## config.mk

```make
export PLATFORM = sky130hd
export DESIGN_NAME = magic_length_deframer_core
export DESIGN_NICKNAME = d
export VERILOG_FILES = /design/src/design/mld_pkg.sv /design/src/design/mld_in_stage.sv /design/src/design/mld_engine.sv /design/src/design/mld_out_stage.sv /design/src/design/magic_length_deframer_core.sv
export SDC_FILE = /design/constraint.sdc
export NUM_CORES = 1
export LEC_CHECK = 0
export ABC_AREA = 1
export CAP_MARGIN = 20
export CORE_MARGIN = 4
export CORE_UTILIZATION = 35
export CTS_CLUSTER_DIAMETER = 60
export CTS_CLUSTER_SIZE = 16
export DETAILED_ROUTE_END_ITERATION = 8
export DONT_BUFFER_PORTS = 1
export PLACE_DENSITY = 0.48
export SETUP_SLACK_MARGIN = 0.05
export SKIP_LAST_GASP = 1
export SYNTH_ARGS = -nofsm -noshare
export SYNTH_HDL_FRONTEND = slang
export SYNTH_SLANG_ARGS = --single-unit
```

## constraint.sdc

```tcl
create_clock -name clock -period 3.71 [get_ports clock]
set_clock_uncertainty 0.15 [all_clocks]
set_input_delay 0.5565 -clock clock [delete_from_list [all_inputs] [get_ports clock]]
set_output_delay 0.5565 -clock clock [all_outputs]
set_load 0.005 [all_outputs]
```

## src/design/mld_pkg.sv

```systemverilog
package mld_pkg;

   localparam int MAGIC_BYTES  = 4;
   localparam int LENGTH_BYTES = 4;
   localparam int HDR_BYTES    = MAGIC_BYTES + LENGTH_BYTES;

   localparam int MAGIC_W  = 8 * MAGIC_BYTES;
   localparam int LENGTH_W = 8 * LENGTH_BYTES;
   localparam int HDR_W    = 8 * HDR_BYTES;
   localparam int FILL_W   = $clog2(HDR_BYTES);
   localparam int CSR_W    = 32;

   localparam logic KIND_PAYLOAD = 1'b0;
   localparam logic KIND_DISCARD = 1'b1;

   typedef struct packed {
      logic       valid;
      logic       kind;
      logic [7:0] data;
      logic       first;
      logic       last;
   } step_result_type;

endpackage

```

## src/design/mld_in_stage.sv

```systemverilog
module mld_in_stage (
   input  logic       clock,
   input  logic       reset,
   input  logic       req_valid,
   output logic       req_ready,
   input  logic [7:0] req_in_byte,
   input  logic       advance,
   output logic       in_valid,
   output logic [7:0] in_byte
);
   import mld_pkg::*;

   logic       valid_ff;
   logic       valid_in;
   logic [7:0] byte_ff;
   logic       take;

   assign req_ready = !valid_ff || advance;
   assign take      = req_valid && req_ready;
   assign valid_in  = take ? 1'b1 : (advance ? 1'b0 : valid_ff);

   always_ff @(posedge clock) begin
      if (reset) begin
         valid_ff <= 1'b0;
      end else begin
         valid_ff <= valid_in;
      end
   end

   always_ff @(posedge clock) begin
      if (take) begin
         byte_ff <= req_in_byte;
      end
   end

   assign in_valid = valid_ff;
   assign in_byte  = byte_ff;
endmodule

```

## src/design/mld_engine.sv

```systemverilog
module mld_engine (
   input  logic                             clock,
   input  logic                             reset,
   input  logic                             csr_wr_en,
   input  logic [mld_pkg::CSR_W-1:0]        csr_wr_data,
   input  logic                             advance,
   input  logic [7:0]                       in_byte,
   output mld_pkg::step_result_type         result
);
   import mld_pkg::*;

   logic [CSR_W-1:0]    magic_ff;
   logic [HDR_W-1:0]    window_ff;
   logic [HDR_W-1:0]    window_in;
   logic [FILL_W-1:0]   fill_ff;
   logic [FILL_W-1:0]   fill_in;
   logic                in_body_ff;
   logic                in_body_in;
   logic [LENGTH_W-1:0] body_left_ff;
   logic [LENGTH_W-1:0] body_left_in;
   logic                first_pending_ff;
   logic                first_pending_in;
   logic [HDR_W-1:0]    merged;
   logic                full;
   logic                magic_ok;
   logic [LENGTH_W-1:0] hdr_len;

   always_comb begin
      for (int i = 0; i < HDR_BYTES; i++) begin
         if (fill_ff == FILL_W'(i)) begin
            merged[8*i +: 8] = in_byte;
         end else begin
            merged[8*i +: 8] = window_ff[8*i +: 8];
         end
      end
   end

   assign full     = (fill_ff == FILL_W'(HDR_BYTES - 1));
   assign magic_ok = (merged[MAGIC_W-1:0] == magic_ff[MAGIC_W-1:0]);
   assign hdr_len  = merged[HDR_W-1:MAGIC_W];

   always_comb begin
      window_in        = window_ff;
      fill_in          = fill_ff;
      in_body_in       = in_body_ff;
      body_left_in     = body_left_ff;
      first_pending_in = first_pending_ff;
      result           = '0;
      if (advance) begin
         priority if (in_body_ff) begin
            result.valid     = 1'b1;
            result.kind      = KIND_PAYLOAD;
            result.data      = in_byte;
            result.first     = first_pending_ff;
            result.last      = (body_left_ff == LENGTH_W'(1));
            first_pending_in = 1'b0;
            body_left_in     = body_left_ff - LENGTH_W'(1);
            in_body_in       = (body_left_ff != LENGTH_W'(1));
         end else if (!full) begin
            window_in = merged;
            fill_in   = fill_ff + FILL_W'(1);
         end else if (!magic_ok) begin
            result.valid = 1'b1;
            result.kind  = KIND_DISCARD;
            result.data  = merged[7:0];
            window_in    = merged >> 8;
         end else begin
            window_in        = '0;
            fill_in          = '0;
            body_left_in     = hdr_len;
            in_body_in       = (hdr_len != '0);
            first_pending_in = (hdr_len != '0);
         end
      end
   end

   always_ff @(posedge clock) begin
      if (reset) begin
         magic_ff         <= '0;
         window_ff        <= '0;
         fill_ff          <= '0;
         in_body_ff       <= 1'b0;
         body_left_ff     <= '0;
         first_pending_ff <= 1'b0;
      end else begin
         if (csr_wr_en) begin
            magic_ff <= csr_wr_data;
         end
         window_ff        <= window_in;
         fill_ff          <= fill_in;
         in_body_ff       <= in_body_in;
         body_left_ff     <= body_left_in;
         first_pending_ff <= first_pending_in;
      end
   end
endmodule

```

## src/design/mld_out_stage.sv

```systemverilog
module mld_out_stage (
   input  logic                     clock,
   input  logic                     reset,
   input  logic                     load,
   input  mld_pkg::step_result_type result,
   output logic                     free,
   output logic                     rsp_valid,
   input  logic                     rsp_ready,
   output logic                     rsp_kind,
   output logic [7:0]               rsp_out_byte,
   output logic                     rsp_first_of_packet,
   output logic                     rsp_last_of_packet
);
   import mld_pkg::*;

   logic            valid_ff;
   logic            valid_in;
   step_result_type data_ff;

   assign free     = !valid_ff || rsp_ready;
   assign valid_in = load ? result.valid : (rsp_ready ? 1'b0 : valid_ff);

   always_ff @(posedge clock) begin
      if (reset) begin
         valid_ff <= 1'b0;
      end else begin
         valid_ff <= valid_in;
      end
   end

   always_ff @(posedge clock) begin
      if (load && result.valid) begin
         data_ff <= result;
      end
   end

   assign rsp_valid           = valid_ff;
   assign rsp_kind            = data_ff.kind;
   assign rsp_out_byte        = data_ff.data;
   assign rsp_first_of_packet = data_ff.first;
   assign rsp_last_of_packet  = data_ff.last;
endmodule

```

## src/design/magic_length_deframer_core.sv

```systemverilog
// Channel   Direction  Handshake            Payload
// req       in         req_valid/req_ready  req_in_byte
// rsp       out        rsp_valid/rsp_ready  rsp_kind, rsp_out_byte, rsp_first_of_packet,
//                                           rsp_last_of_packet
// csr       in         csr_wr_en            csr_wr_data (magic word)
//
// One byte is accepted per cycle while the output is not stalled; a result passes the
// input register and then the output register. The header window, magic compare and
// length counter sit between those two registers and update when a byte advances.
// Reset is synchronous and clears the window, the body counter and the magic word.
// A stalled output holds its transaction; the input stage keeps taking bytes until it
// holds one byte that cannot advance.
module magic_length_deframer_core (
   input  logic                      clock,
   input  logic                      reset,
   input  logic                      req_valid,
   output logic                      req_ready,
   input  logic [7:0]                req_in_byte,
   output logic                      rsp_valid,
   input  logic                      rsp_ready,
   output logic                      rsp_kind,
   output logic [7:0]                rsp_out_byte,
   output logic                      rsp_first_of_packet,
   output logic                      rsp_last_of_packet,
   input  logic                      csr_wr_en,
   input  logic [mld_pkg::CSR_W-1:0] csr_wr_data
);
   import mld_pkg::*;

   logic            in_valid;
   logic [7:0]      in_byte;
   logic            out_free;
   logic            advance;
   step_result_type result;

   assign advance = in_valid && out_free;

   mld_in_stage u_in_stage (
      .clock       (clock),
      .reset       (reset),
      .req_valid   (req_valid),
      .req_ready   (req_ready),
      .req_in_byte (req_in_byte),
      .advance     (advance),
      .in_valid    (in_valid),
      .in_byte     (in_byte)
   );

   mld_engine u_engine (
      .clock       (clock),
      .reset       (reset),
      .csr_wr_en   (csr_wr_en),
      .csr_wr_data (csr_wr_data),
      .advance     (advance),
      .in_byte     (in_byte),
      .result      (result)
   );

   mld_out_stage u_out_stage (
      .clock               (clock),
      .reset               (reset),
      .load                (advance),
      .result              (result),
      .free                (out_free),
      .rsp_valid           (rsp_valid),
      .rsp_ready           (rsp_ready),
      .rsp_kind            (rsp_kind),
      .rsp_out_byte        (rsp_out_byte),
      .rsp_first_of_packet (rsp_first_of_packet),
      .rsp_last_of_packet  (rsp_last_of_packet)
   );
endmodule

```

Word-level counts from Yosys, hierarchy flattened
Cells that the tools add are included.

storage, ports and cells
  bits in latches = 0
  bits of input ports = 45
  memories = 0
  output and inout port bits = 13
  memory bits (writable) = 0
  register bits after elaboration = 154
  memory bits (read-only) = 0
  logic and storage cells = 77

operators by class
  divide/modulo/power cells = 0
  bitwise gates (word level) = 3
  reduce and logical (&&, ||, !) cells = 18
  shifts and indexed selects = 0
  add/sub/neg operators = 2
  $mul = 0
  eq/ne operators = 11
  $lt $le $gt $ge = 0
  multiplexer cells = 30

operators by type and width
  cell                                                     number
  2-to-1 mux 32 bit                                        3
  2-to-1 mux 64 bit                                        1
  2-to-1 mux 8 bit                                         8
  2-to-1 mux 56 bit                                        1
  equality test 32 x 1 -> 1 bit (second input constant)    1
  equality test 32 bit                                     1
  inequality test 32 x 1 -> 1 bit (second input constant)  1
  nonzero test 32 bit                                      1
  subtractor 32 x 1 -> 32 bit (second input constant)      1
  2-to-1 mux 10 bit                                        3
  equality test 3 bit (second input constant)              4
  2-to-1 mux 12 bit                                        1
  2-to-1 mux 1 bit                                         10
  nonzero test 2 bit                                       4
  equality test 3 x 2 -> 1 bit (second input constant)     2
  2-to-1 mux 3 bit                                         2
  AND reduction 3 bit                                      2
  AND reduction 2 bit                                      2
  adder 3 x 1 -> 3 bit (second input constant)             1
  equality test 3 x 1 -> 1 bit (second input constant)     1
  logical AND 1 bit                                        3
  zero test 3 bit                                          1
  NOT 1 bit                                                3
  OR reduction 3 bit                                       1
  4 further kinds                                          6

Depth between registers and ports, before layout
Gate-level depths: netlist of run 1.

  word-level depth = 8
  depth in mapped cells = 19
  depth with buffers taken out = 17

By module
A second synthesis of run 1 with hierarchy kept.

second synthesis, totals
  cells, all modules = 1328
  area, all modules = 8645.8 um2

modules (own cells, without submodules)
  module                      instances  sequential area each (um2)  area an instance (um2)  cells an instance
  mld_engine                  1          2662.6                      7968.9                  1293
  mld_out_stage               1          350.3                       381.6                   19
  mld_in_stage                1          260.2                       287.8                   14
  magic_length_deframer_core  1          0.0                         7.5                     2

Worst setup path before layout of run 1
No wires, ideal clock.

  path type = reg2reg
  from = register u_engine.fill_ff[2]
  to = register u_out_stage.data_ff, in the netlist u_out_stage.rsp_first_of_packet (enable)
  clock period less this slack = 2.791 ns
  path buffers = 4
  arrival = 2.316 ns
  stages on the path, launching flop included = 18
  path slack = 0.919 ns
  library setup time = 0.325 ns
  required time = 3.235 ns
  cells stage by stage = dfxtp_1 > buf_6 > inv_6 > buf_6 > ha_1 > buf_2 > inv_1 > nand2_1 > nand2_1 > xor2_1 > nand2_1 > nor2_1 > nand2_1 > nor2_2 > nand2_2 > buf_2 > nand2_1 > nand2_1

on the way
  cells in the longest elaborated chain, start to end = 8
  elaborated cells between the ends (all ways) = 15
  classes of those cells = eq/ne (5); mux (8); reduce/logical (2)

ends and longest elaborated chain
  item                                                  RTL line             RTL
  start: declaration                                    mld_engine.sv:15     logic [FILL_W-1:0] fill_ff;
  start signal: assignment                              mld_engine.sv:90     fill_ff <= fill_in;
  equality test 3 x 1 -> 1 bit (tied with other cells)  mld_engine.sv:30     if (fill_ff == FILL_W'(i)) begin
  2-to-1 mux 8 bit                                      mld_engine.sv:30
  equality test 32 bit                                  mld_engine.sv:39     assign magic_ok = (merged[MAGIC_W-1:0] == magic_ff[MAGIC_W-1:0]);
  2-to-1 mux 10 bit                                     mld_engine.sv:62     end else if (!magic_ok) begin
  2-to-1 mux 10 bit (*)                                 mld_engine.sv:59     end else if (!full) begin
  2-to-1 mux 10 bit (*)                                 mld_engine.sv:50     priority if (in_body_ff) begin
  2-to-1 mux 12 bit (*)                                 mld_engine.sv:49     if (advance) begin
  logical AND 1 bit (*)                                 mld_out_stage.sv:32  if (load && result.valid) begin
  end signal: assignment                                mld_out_stage.sv:33  data_ff <= result;
  end: declaration                                      mld_out_stage.sv:18  step_result_type data_ff;

Every way passes the cells marked *; elsewhere a longest branch is shown, timed or not.
A chain may end at the register's enable or synchronous reset.

Worst setup path in the final report of run 1
  from = register u_engine.fill_ff[2]
  to = register u_out_stage.data_ff, in the netlist u_out_stage.rsp_out_byte[1] (data pin)

on the way
  cells in the longest elaborated chain, start to end = 6
  elaborated cells between the ends (all ways) = 13
  classes of those cells = eq/ne (5); mux (7); reduce/logical (1)

ends and longest elaborated chain
  item                                                  RTL line
  equality test 3 x 1 -> 1 bit (tied with other cells)  mld_engine.sv:30
  2-to-1 mux 8 bit                                      mld_engine.sv:30
  equality test 32 bit                                  mld_engine.sv:39
  2-to-1 mux 10 bit                                     mld_engine.sv:62
  2-to-1 mux 10 bit (*)                                 mld_engine.sv:59
  2-to-1 mux 10 bit (*)                                 mld_engine.sv:50

Marked as above.

==> impl_results.md, run 1 <==
- Status: finished clean
- Slew margin rel.: approximately half
- Sink Count: between 150 and 200
- Hold path start: reset
- WP data required: roughly 3.7 ns
- Ratio of cells with drive above 1 in the final layout: between 6 and 7%
- MaxCap Viol Count: 0
- Layout Cells excl Fill: between 1500 and 2000
- Hpwl dp: 20.4 mm
- Port bufs: 0
- Minimum clock period: around 3.3 ns
- Post-Syn Area: ~8800 µm²
- H-tree depth: 4
- Post-CTS Setup Inserts: 0
- Synth Area per Inst: 6.49 µm²
- Vias: between 8000 and 9000
- Die X: 166 µm
- Largest net degree at the start of global routing: 60
- Setup TNS: 0 ns
- Ys Warns: 0
- Clk pin slew, worst setup/hold paths: approximately 0.07 ns
- Least-Margin Pin Slew: ~0.74 ns
- Syn-to-layout area delta: 10.4%
- Worst path slowest cell: dfxtp_2
- Crit path top cell by count: nand2_1
- Diodes inserted: 0
- Dpl ws: about 0.27 ns
- Core Area: 24500 µm²
- Mapped Nets: between 1000 and 1500
- Full die area: roughly 28000 µm²
- Worst path top cell family by delay: simple AND/OR/NAND/NOR gates
- Die Span Y: around 170 µm
- Row cnt: 57
- Setup CP Type: reg2reg
- Yosys reg bits: roughly 150
- Hold Violations, Final: 0
- RSZ-0062 raised after global routing: no
- Pleak: 0.00441 µW
- Worst setup EP type: register
- Worst hold slack: between 0.04 and 0.05 ns
- Root buffer cell: clkbuf_16
- Worst EP arrival: roughly 3.4 ns
- Worst skew pair latency: between 0.4 and 0.5 ns
- DR pass1 iterations: 6
- Avg WL per Cell: 17.6 µm
- Final Cycle Share: roughly nine tenths
- Slowest cell delay on critical path: ~0.46 ns
- VDD IR-drop max: roughly 0.00026 V
- CTS tree: built
- Final WS setup: about 0.38 ns
- Worst Path Buf+Inv: 3
- # setup viols final: 0
- Synth unique cells: 36
- Grt ovf: 0
- Initial detailed-routing violation count: ~820
- Initial core utilization: about 36%
- Cts bufs inserted: 17
- Worst Path Max Fanout: 18
- Power density over the cells: about 420 nW/µm²
- Global-route wire length before repair: 46.3 mm
- Peak Freq: ~0.30 GHz
- GR Util All Layers: 20.8%
- Hold/Removal Path Class: in2reg
- Vias in the first global route: roughly 8000
- Register area share after synthesis: a little under two fifths
- Critical Path Start Type: register
- Cells after synthesis: about 1400
- Clock Path Buffers: 2
- DRT antenna net count: 0
- Nets: between 1000 and 1500
- Placed Cells: 1632
- Final Max Tran Viols: 0
- Beginning of the critical path: u_engine.fill_ff[2]
- # DRC: 0
- Sequence of cells on the critical path: inv_6, ha_1, inv_1, nand2_1, nand2_1, xor2_1, nand2_1, nor2_1, nand2_1, nor2_2, nand2_2, buf_4, nand2_1, nor2_2, nand2_1, o21ai_1
- Fillers: between 2000 and 3000
- IO Count: slightly below 60
- Antenna violations before repair: 0
- Routed WL: about 29 mm
- Power, Total: around 4000 µW
- Vias per cell: roughly 5
- Gpl congestion: 0.846
- R2R Path Start: u_engine.fill_ff[2]
[state kept, by name, summed over array words and instances, names as in the netlist]
name                             cells
u_out_stage.rsp_kind                 1
u_engine.magic_ff                   32
u_engine.body_left_ff               32
u_engine.window_ff                  64
u_engine.in_body_ff                  1
u_in_stage.in_byte                   8
u_engine.fill_ff                     3
u_engine.first_pending_ff            1
u_out_stage.rsp_valid                1
u_out_stage.rsp_out_byte             8
u_out_stage.rsp_first_of_packet      1
u_in_stage.in_valid                  1
u_out_stage.rsp_last_of_packet       1
[power by group]
part | switching, µW | internal (µW)
logic | 291 | 147
registers | 68.3 | 1750
clock network | 783 | 992
[worst paths after layout]
check / end / slack, ns / cells after the start
worst max-delay path: u_out_stage.rsp_out_byte[1] / 0.38 / 16
worst min-delay path: u_engine.window_ff[15] / 0.05 / 1
worst max register to register: u_out_stage.rsp_out_byte[1] / 0.38 / 16
worst min register to register: u_engine.window_ff[61] / 0.31 / 2
[worst reg2reg max path: cells and delay by family (launching register included)]
kind	cells	cell delay, ns
XOR/XNOR	1	0.18
buffers and inverters	3	0.60
flip-flops	1	0.46
AND/OR/NAND/NOR	10	1.31
AO/OA/AOI/OAI	1	0.07
adder cells (fa/ha/maj)	1	0.32
[metrics by stage]
stage	instance area (µm²)	util (%)
2_1_floorplan	8780	-
3_3_place_gp	9110	37.2
3_5_place_dp	9110	37.2
4_1_cts	9700	39.5
5_1_grt	9700	39.5
6_report	9700	39.5
[Yosys cell counts, drive strengths merged]
cell type,instances,area (µm²)
a22oi,25,188
o21ai,129,646
nand4,16,100
o21bai,1,7.51
dfxtp,135,2700
a31oi,1,6.26
edfxtp,19,571
xnor2,1,8.76
mux2i,3,30.0
or2,3,18.8
nand3b,24,180
nand2,311,1180
nor3,6,30.0
inv,138,523
clkbuf,54,203
buf,22,138
o22ai,3,18.8
nor4,1,6.26
xor2,14,123
nand3,138,703
nor2,179,689
or3,1,6.26
a21oi,117,586
ha,8,100
clkinv,3,11.3
[layout by cell type, fill, tap and decap left out, drive strengths merged, types with 16 or more instances in the layout]
cell and count:
a21oi 117, a22oi 25, buf 32, clkbuf 21, dfxtp 135, edfxtp 19
inv 142, nand2 311, nand3 138, nand3b 24, nand4 16, nor2 179
o21ai 129
[per-layer routing]
metal | vias to the layer above | global-route usage (%) | share of wire [%]
met4 | 0 | 5.05 | 1.6
met1 | 3939 | 31.0 | 51
met5 | - | 0 | 0
met2 | 211 | 31.3 | 43
li1 | 4377 | - | -
met3 | 37 | 3.67 | 5.0
[timing repair]
action,in CTS,in global routing
gates resized for setup,0,1
endpoints found under the setup margin,0,8
hold buffers,0,0
[area by class of cell]
| cell class | instances | area, µm² | area share [%] |
|---|---|---|---|
| clock inverter | 11 | 109 | 1.12 |
| inverter | 141 | 534 | 5.51 |
| multi-input combinational | 981 | 4640 | 47.8 |
| clock buffer | 21 | 472 | 4.86 |
| sequential | 154 | 3270 | 33.8 |
| timing repair buffer | 32 | 265 | 2.74 |
| tap | 324 | 405 | 4.18 |
[logic make-up after synthesis]
kind of cell             Yosys count  synth area share (%)
multiplexers                       3                 0.342
AO/OA/AOI/OAI                    276                  16.5
adder cells (fa/ha/maj)            8                  1.14
flip-flops                       154                  37.3
AND/OR/NAND/NOR                  679                  33.2
buffers and inverters            217                  9.96
XOR/XNOR                          15                  1.50
Power figures use the tool's default switching activity.
==> run 2, diff against run 1 <==
--- a/config.mk
+++ b/config.mk
@@ -13,6 +13,7 @@
 export CTS_CLUSTER_SIZE = 16
 export DETAILED_ROUTE_END_ITERATION = 8
 export DONT_BUFFER_PORTS = 1
+export GPL_TIMING_DRIVEN = 0
 export PLACE_DENSITY = 0.48
 export SETUP_SLACK_MARGIN = 0.05
 export SKIP_LAST_GASP = 1
==> run 2 against run 1 <==
- fmax is 6.0% lower
- cell count grew 2.6%
- combinational power is 8.9% higher
- non-clock buffer count is 44 higher
- die area unchanged
- flip-flop and latch count unchanged
==> impl_results.md, run 2 (synthesized netlist as in run 1, its figures left out) <==
- DR pass1 iterations: 5 (-1)
- Slew margin rel.: 32.5% (-18 points)
- Diodes inserted: 0 (unchanged)
- Power density over the cells: 415 nW/µm² (-0.20%)
- Layout Cells excl Fill: 1708 (+2.6%)
- Full die area: 27700 µm² (unchanged)
- Global-route wire length before repair: 49.0 mm (+5.8%)
- Final WS setup: 0.167 ns (-0.211 ns)
- Slowest cell delay on critical path: 0.33 ns (-0.13 ns)
- Placed Cells: 1676 (+2.7%)
- IO Count: 58 (unchanged)
- Least-Margin Pin Slew: 1.01 ns (+0.274 ns)
- WP data required: 3.88 ns (+0.16 ns)
- Pleak: 0.00439 µW (-0.37%)
- Clk pwr share: 44.1% (about the same)
- Power, Total: 4050 µW (+0.56%)
- Row cnt: 57 (unchanged)
- Met2 WL: 13.3 mm (+6.6%)
- Worst Path Max Fanout: 10 (-8)
- Largest net degree at the start of global routing: 17 (-72%)
- # DRC: 0 (unchanged)
- Dpl ws: -0.125 ns (-0.393 ns)
- Most flops, register: u_engine.window_ff
- Hold Violations, Final: 0 (unchanged)
- VDD IR-drop max: 0.000217 V (-15%)
- Combinational power share: 11.8% (+0.9 points)
- Commonest non-fill, non-tap cell in the layout: nand2_1
- Root buffer cell: clkbuf_16
- DRT antenna net count: 0 (unchanged)
- Setup CP Type: reg2reg
- Gpl congestion: 0.882 (+4.3%)
- Avg WL per Cell: 18.6 µm (+5.5%)
- Internal: 2850 µW (-1.3%)
- Worst EP arrival: 3.72 ns (+0.37 ns)
- Hpwl dp: 23.5 mm (+15%)
- Peak Freq: 0.282 GHz (-6.0%)
- Commonest non-fill, non-tap cells in the layout: nand2_1, nor2_1, nand3_1, dfxtp_1, inv_1
- Biggest regs: u_engine.window_ff (64), u_engine.body_left_ff (32), u_engine.magic_ff (32)
- Sequence of cells on the critical path: buf_6, inv_6, buf_6, ha_1, buf_2, inv_2, nand2_1, nand2_1, nand2_1, nand4_1, nor2_1, nand2_1, nor2_4, nand2_2, buf_2, nand2_1, nand3_1, nand2_1, inv_1
- R2R Setup Slk: 0.17 ns (-0.21 ns)
- Syn-to-layout area delta: 11.3%
- Worst skew pair latency: 0.44 ns (about the same)
- H-tree depth: 4 (unchanged)
- Worst setup EP type: register
- Final core occ: 39.8% (+0.30 points)
- Die Span Y: 166 µm (unchanged)
- NetSw: 1200 µW (+5.3%)
- Clk pin slew, worst setup/hold paths: 0.07 ns (about the same)
- Vias in the first global route: 8205 (+3.1%)
- Reg power frac: 44.1% (-1.0 points)
- Nets: 1424 (+3.2%)
- MaxCap Viol Count: 0 (unchanged)
- Initial core utilization: 35.8% (unchanged)
- Post-CTS Setup Inserts: 0 (unchanged)
- Met3 routed WL: 2.02 mm (+37%)
- DR top layer: met5
- Die X: 166 µm (unchanged)
- Sw frac: 29.7% (+1.3 points)
- GR Util All Layers: 22.6% (+1.8 points)
- Initial detailed-routing violation count: 916 (+12%)
- Final Cycle Share: 95.5% (+5.7 points)
- Minimum clock period: 3.54 ns (+0.211 ns)
- Routed WL: 31.7 mm (+8.3%)
- Port bufs: 0 (unchanged)
- Ratio of cells with drive above 1 in the final layout: 4.84% (-1.4 points)
- Final Max Tran Viols: 0 (unchanged)
- Cts bufs inserted: 17 (unchanged)
- # setup viols final: 0 (unchanged)
- Wire length on met1: 15.8 mm (+6.5%)
- Status: finished clean
- Largest register FFs: 64 (unchanged)
- RSZ-0062 raised after global routing: no
- Worst path slowest cell: dfxtp_1
- Critical Path Start Type: register
- Vias: 8935 (+4.3%)
- Antenna violations before repair: 2 (+2)
- Hold/Removal Path Class: in2reg
- Clock Path Buffers: 2 (unchanged)
- Core Area: 24500 µm² (unchanged)
- # hold bufs at CTS: 0 (unchanged)
- Grt ovf: 0 (unchanged)
- CTS tree: built
- Vias per cell: 5.23 (+1.6%)
- Crit path top cell by count: nand2_1
- Sink Count: 154 (unchanged)
[run 2: final timing paths]
path | start | end | depth (start not counted)
worst max-delay path | u_engine.fill_ff[2] | u_out_stage.rsp_valid | 19
worst min-delay path | req_in_byte[6] | u_in_stage.in_byte[6] | 0
worst max register to register | u_engine.fill_ff[2] | u_out_stage.rsp_valid | 19
worst min register to register | u_engine.window_ff[61] | u_engine.window_ff[61] | 2
[run 2: timing repair]
| action | CTS | global route |
|---|---|---|
| endpoints found under the setup margin | 11 | 20 |
| hold endpoints to repair | 0 | 0 |
| gates resized for setup | 2 | 2 |
[run 2: through the flow]
| stage | cell area, µm² | hold WS [ns] | setup TNS, ns |
|---|---|---|---|
| floorplan | 8780 | 0.285 | 0 |
| global placement | 9190 | 0.293 | -1.23 |
| detailed placement | 9190 | 0.298 | -1.37 |
| CTS | 9770 | 0.0542 | 0 |
| global route | 9770 | 0.0457 | 0 |
| finish | 9770 | 0.0624 | 0 |
[run 2: layout make-up]
cell class / instances / area [µm²]
multi-input combinational: 981 / 4640
tap: 324 / 405
clock inverter: 13 / 130
buffer: 76 / 340
clock buffer: 19 / 443
inverter: 141 / 534
fill: 2728 / 14800
sequential: 154 / 3270
[run 2: critical path: cells and delay by family (launching register included)]
kind / cells / cell delay [ns]
flops: 1 / 0.33
fa+ha+maj: 1 / 0.25
simple gates: 11 / 1.59
buf+inv: 7 / 1.09
[run 2: layer usage]
metal	global-route usage, %	vias to the layer above
li1	-	4470
met1	33.6	4158
met2	33.2	268
met3	4.81	35
met4	5.73	4
met5	0	-
[run 2: power groups by stage]
stage	Clock, µW	Combinational (µW)	Sequential (µW)
2_1_floorplan	0	327	1810
3_3_place_gp	0	469	1830
3_5_place_dp	0	470	1830
4_1_cts	1810	473	1790
5_1_grt	1890	536	1790
6_report	1790	477	1790
==> run 3, diff against run 2 <==
--- a/config.mk
+++ b/config.mk
@@ -7,6 +7,7 @@
 export LEC_CHECK = 0
 export ABC_AREA = 1
 export CAP_MARGIN = 20
+export CORE_ASPECT_RATIO = 1.25
 export CORE_MARGIN = 4
 export CORE_UTILIZATION = 35
 export CTS_CLUSTER_DIAMETER = 60
==> run 3 against run 2 <==
- fmax rose by 2.1%
- worst setup slack improved by 0.073 ns
- via count fell by 0.95%
- clock power barely moved
- final area rose by 0.38%
- register-to-register slack improved by 0.07 ns
- cell count rose by 0.41%
- critical path depth fell by 2
- highest routed layer is now met4
==> impl_results.md, run 3 (synthesized netlist as in run 1, its figures left out) <==
- Status: finished clean
- Antenna violations before repair: 0 (-2)
- Clock Path Buffers: 2 (unchanged)
- CTS tree: built
- WP data required: 3.71 ns (-0.17 ns)
- RSZ-0062 raised after global routing: no
- Sink Count: 154 (unchanged)
- # setup viols final: 0 (unchanged)
- Gpl congestion: 0.948 (+7.5%)
- Fillers: 2731 (+0.11%)
- Worst EP arrival: 3.47 ns (-0.25 ns)
- Vias: 8850 (-0.95%)
- Diodes inserted: 0 (unchanged)
- Biggest regs: u_engine.window_ff (64), u_engine.body_left_ff (32), u_engine.magic_ff (32)
- Hold/Removal Path Class: in2reg
- Root buffer cell: clkbuf_16
- Design area: 9810 µm² (+0.38%)
- Most flops, register: u_engine.window_ff
- Pleak: 0.00440 µW (about the same)
- Placed Instance Area: 9190 µm² (about the same)
- Grt ovf: 0 (unchanged)
- Ratio of cells with drive above 1 in the final layout: 4.84% (about the same)
- IO Count: 58 (unchanged)
- Core Area: 24600 µm² (+0.20%)
- Clk pin slew, worst setup/hold paths: 0.07 ns (about the same)
- Commonest non-fill, non-tap cells in the layout: nand2_1, nor2_1, nand3_1, dfxtp_1, inv_1
- DRT antenna net count: 0 (unchanged)
- Largest net degree at the start of global routing: 17 (unchanged)
- Die X: 150 µm (-10%)
- Layout Cells excl Fill: 1715 (+0.41%)
- Placed Cells: 1682 (+0.36%)
- Vias in the first global route: 8419 (+2.6%)
- Worst hold slack: 0.0599 ns (-0.00257 ns)
- H-tree depth: 4 (unchanged)
- Nets: 1425 (+0.070%)
- Sw frac: 27.8% (-1.9 points)
- Least-Margin Pin Slew: 1.01 ns (-0.00634 ns)
- Port bufs: 0 (unchanged)
- Full die area: 27700 µm² (about the same)
- Clk pwr share: 44.4% (+0.3 points)
- Worst setup EP type: register
- Hpwl dp: 23.8 mm (+1.4%)
- # DRC: 0 (unchanged)
- Worst Path Max Fanout: 11 (+1)
- Hold Violations, Final: 0 (unchanged)
- VDD IR-drop max: 0.000288 V (+32%)
- Combinational power share: 11.6% (-0.2 points)
- Largest register FFs: 64 (unchanged)
- Vias per cell: 5.16 (-1.4%)
- Slew margin rel.: 32.9% (+0.42 points)
- Cts bufs inserted: 17 (unchanged)
- Worst skew pair latency: 0.45 ns (about the same)
- Avg WL per Cell: 18.7 µm (+0.82%)
- Peak Freq: 0.288 GHz (+2.1%)
- Final Max Tran Viols: 0 (unchanged)
- NetSw: 1130 µW (-5.9%)
- Reg power frac: 43.9% (-0.2 points)
- GR Util All Layers: 23.5% (+0.88 points)
- Commonest non-fill, non-tap cell in the layout: nand2_1
- Syn-to-layout area delta: 11.7%
- Final Cycle Share: 93.5% (-2.0 points)
- MaxCap Viol Count: 0 (unchanged)
- Global-route wire length before repair: 49.1 mm (+0.34%)
- Row cnt: 64 (+12%)
- Critical Path Start Type: register
- Internal: 2940 µW (+3.2%)
- Routed WL: 32.1 mm (+1.2%)
- Die Span Y: 185 µm (+11%)
- Initial core utilization: 35.7% (-0.073 points)
- DR pass1 iterations: 5 (unchanged)
- Power density over the cells: 415 nW/µm² (+0.13%)
- Minimum clock period: 3.47 ns (-0.0731 ns)
- Setup CP Type: reg2reg
- Initial detailed-routing violation count: 606 (-34%)
[run 3: changes by cell type in the layout (fill, tap and decap cells not counted), moves of 2 or more]
cell,delta
clkinv_2,+4
clkinv_4,+2
clkinvlp_4,+2
bufinv_16,+2
clkbuf_1,+2
inv_6,-5
inv_4,-3
inv_8,-2
[run 3: power by group through the flow]
stage	logic, µW	clock network (µW)	registers (µW)
finish	474	1810	1790
global placement	470	0	1830
global route	535	1910	1800
detailed placement	471	0	1830
CTS	475	1840	1790
floorplan	327	0	1810
[run 3: worst max-delay path, cell delays in order, from the launching register on]
cell	delay, ns
dfxtp_1	0.33
buf_6	0.16
inv_6	0.10
buf_6	0.16
ha_1	0.26
clkbuf_4	0.24
clkinvlp_4	0.18
nand2_1	0.09
nand2_1	0.14
xor2_1	0.18
nand2_1	0.07
nor2_1	0.12
nand2_1	0.12
nor2_4	0.16
nand2_2	0.11
buf_2	0.24
nand2_1	0.20
nand2_4	0.15
[run 3: path summary, 6_finish.rpt]
check	slack, ns	cells after the start	startpoint	to
max	0.24	17	u_engine.fill_ff[2]	u_out_stage.rsp_out_byte[4]
min	0.06	0	req_in_byte[1]	u_in_stage.in_byte[1]
max reg2reg	0.24	17	u_engine.fill_ff[2]	u_out_stage.rsp_out_byte[4]
min reg2reg	0.30	2	u_engine.window_ff[59]	u_engine.window_ff[59]
[run 3: area by class of cell]
| cell class | count | area, µm² | share of cell area, % |
|---|---|---|---|
| buffer | 76 | 343 | 3.50 |
| inverter | 141 | 538 | 5.49 |
| tap | 330 | 413 | 4.21 |
| timing repair buffer | 1 | 7.51 | 0.0765 |
| multi-input combinational | 981 | 4650 | 47.4 |
| sequential | 154 | 3270 | 33.4 |
| clock buffer | 20 | 437 | 4.45 |
| clock inverter | 12 | 150 | 1.53 |
[run 3: routing by layer]
layer | track usage [%] | routed length [µm] | vias up
met5 | 0 | 0 | -
met4 | 7.14 | 667 | 0
met3 | 2.96 | 1330 | 31
met2 | 43.1 | 16700 | 211
met1 | 28.6 | 13400 | 4138
li1 | - | - | 4470
[run 3: stage by stage]
step	utilization (%)	TNS [ns]	worst slack [ns]	power, µW
6_report	39.9	0	0.240	4070
5_1_grt	39.9	0	0.0631	4240
4_1_cts	39.8	0	0.0911	4100
3_5_place_dp	37.4	-1.68	-0.153	2300
3_3_place_gp	37.4	-1.56	-0.142	2300
2_1_floorplan	-	0	0.919	2140
[run 3: timing repair]
| action | 4_1_cts | 5_1_grt |
|---|---|---|
| endpoints found under the setup margin | 12 | 24 |
| buffers inserted | 0 | 1 |
| gates resized for setup | 2 | 4 |
| hold endpoints to repair | 0 | 0 |
| pin swaps | 0 | 1 |
| hold buffers | 0 | 0 |
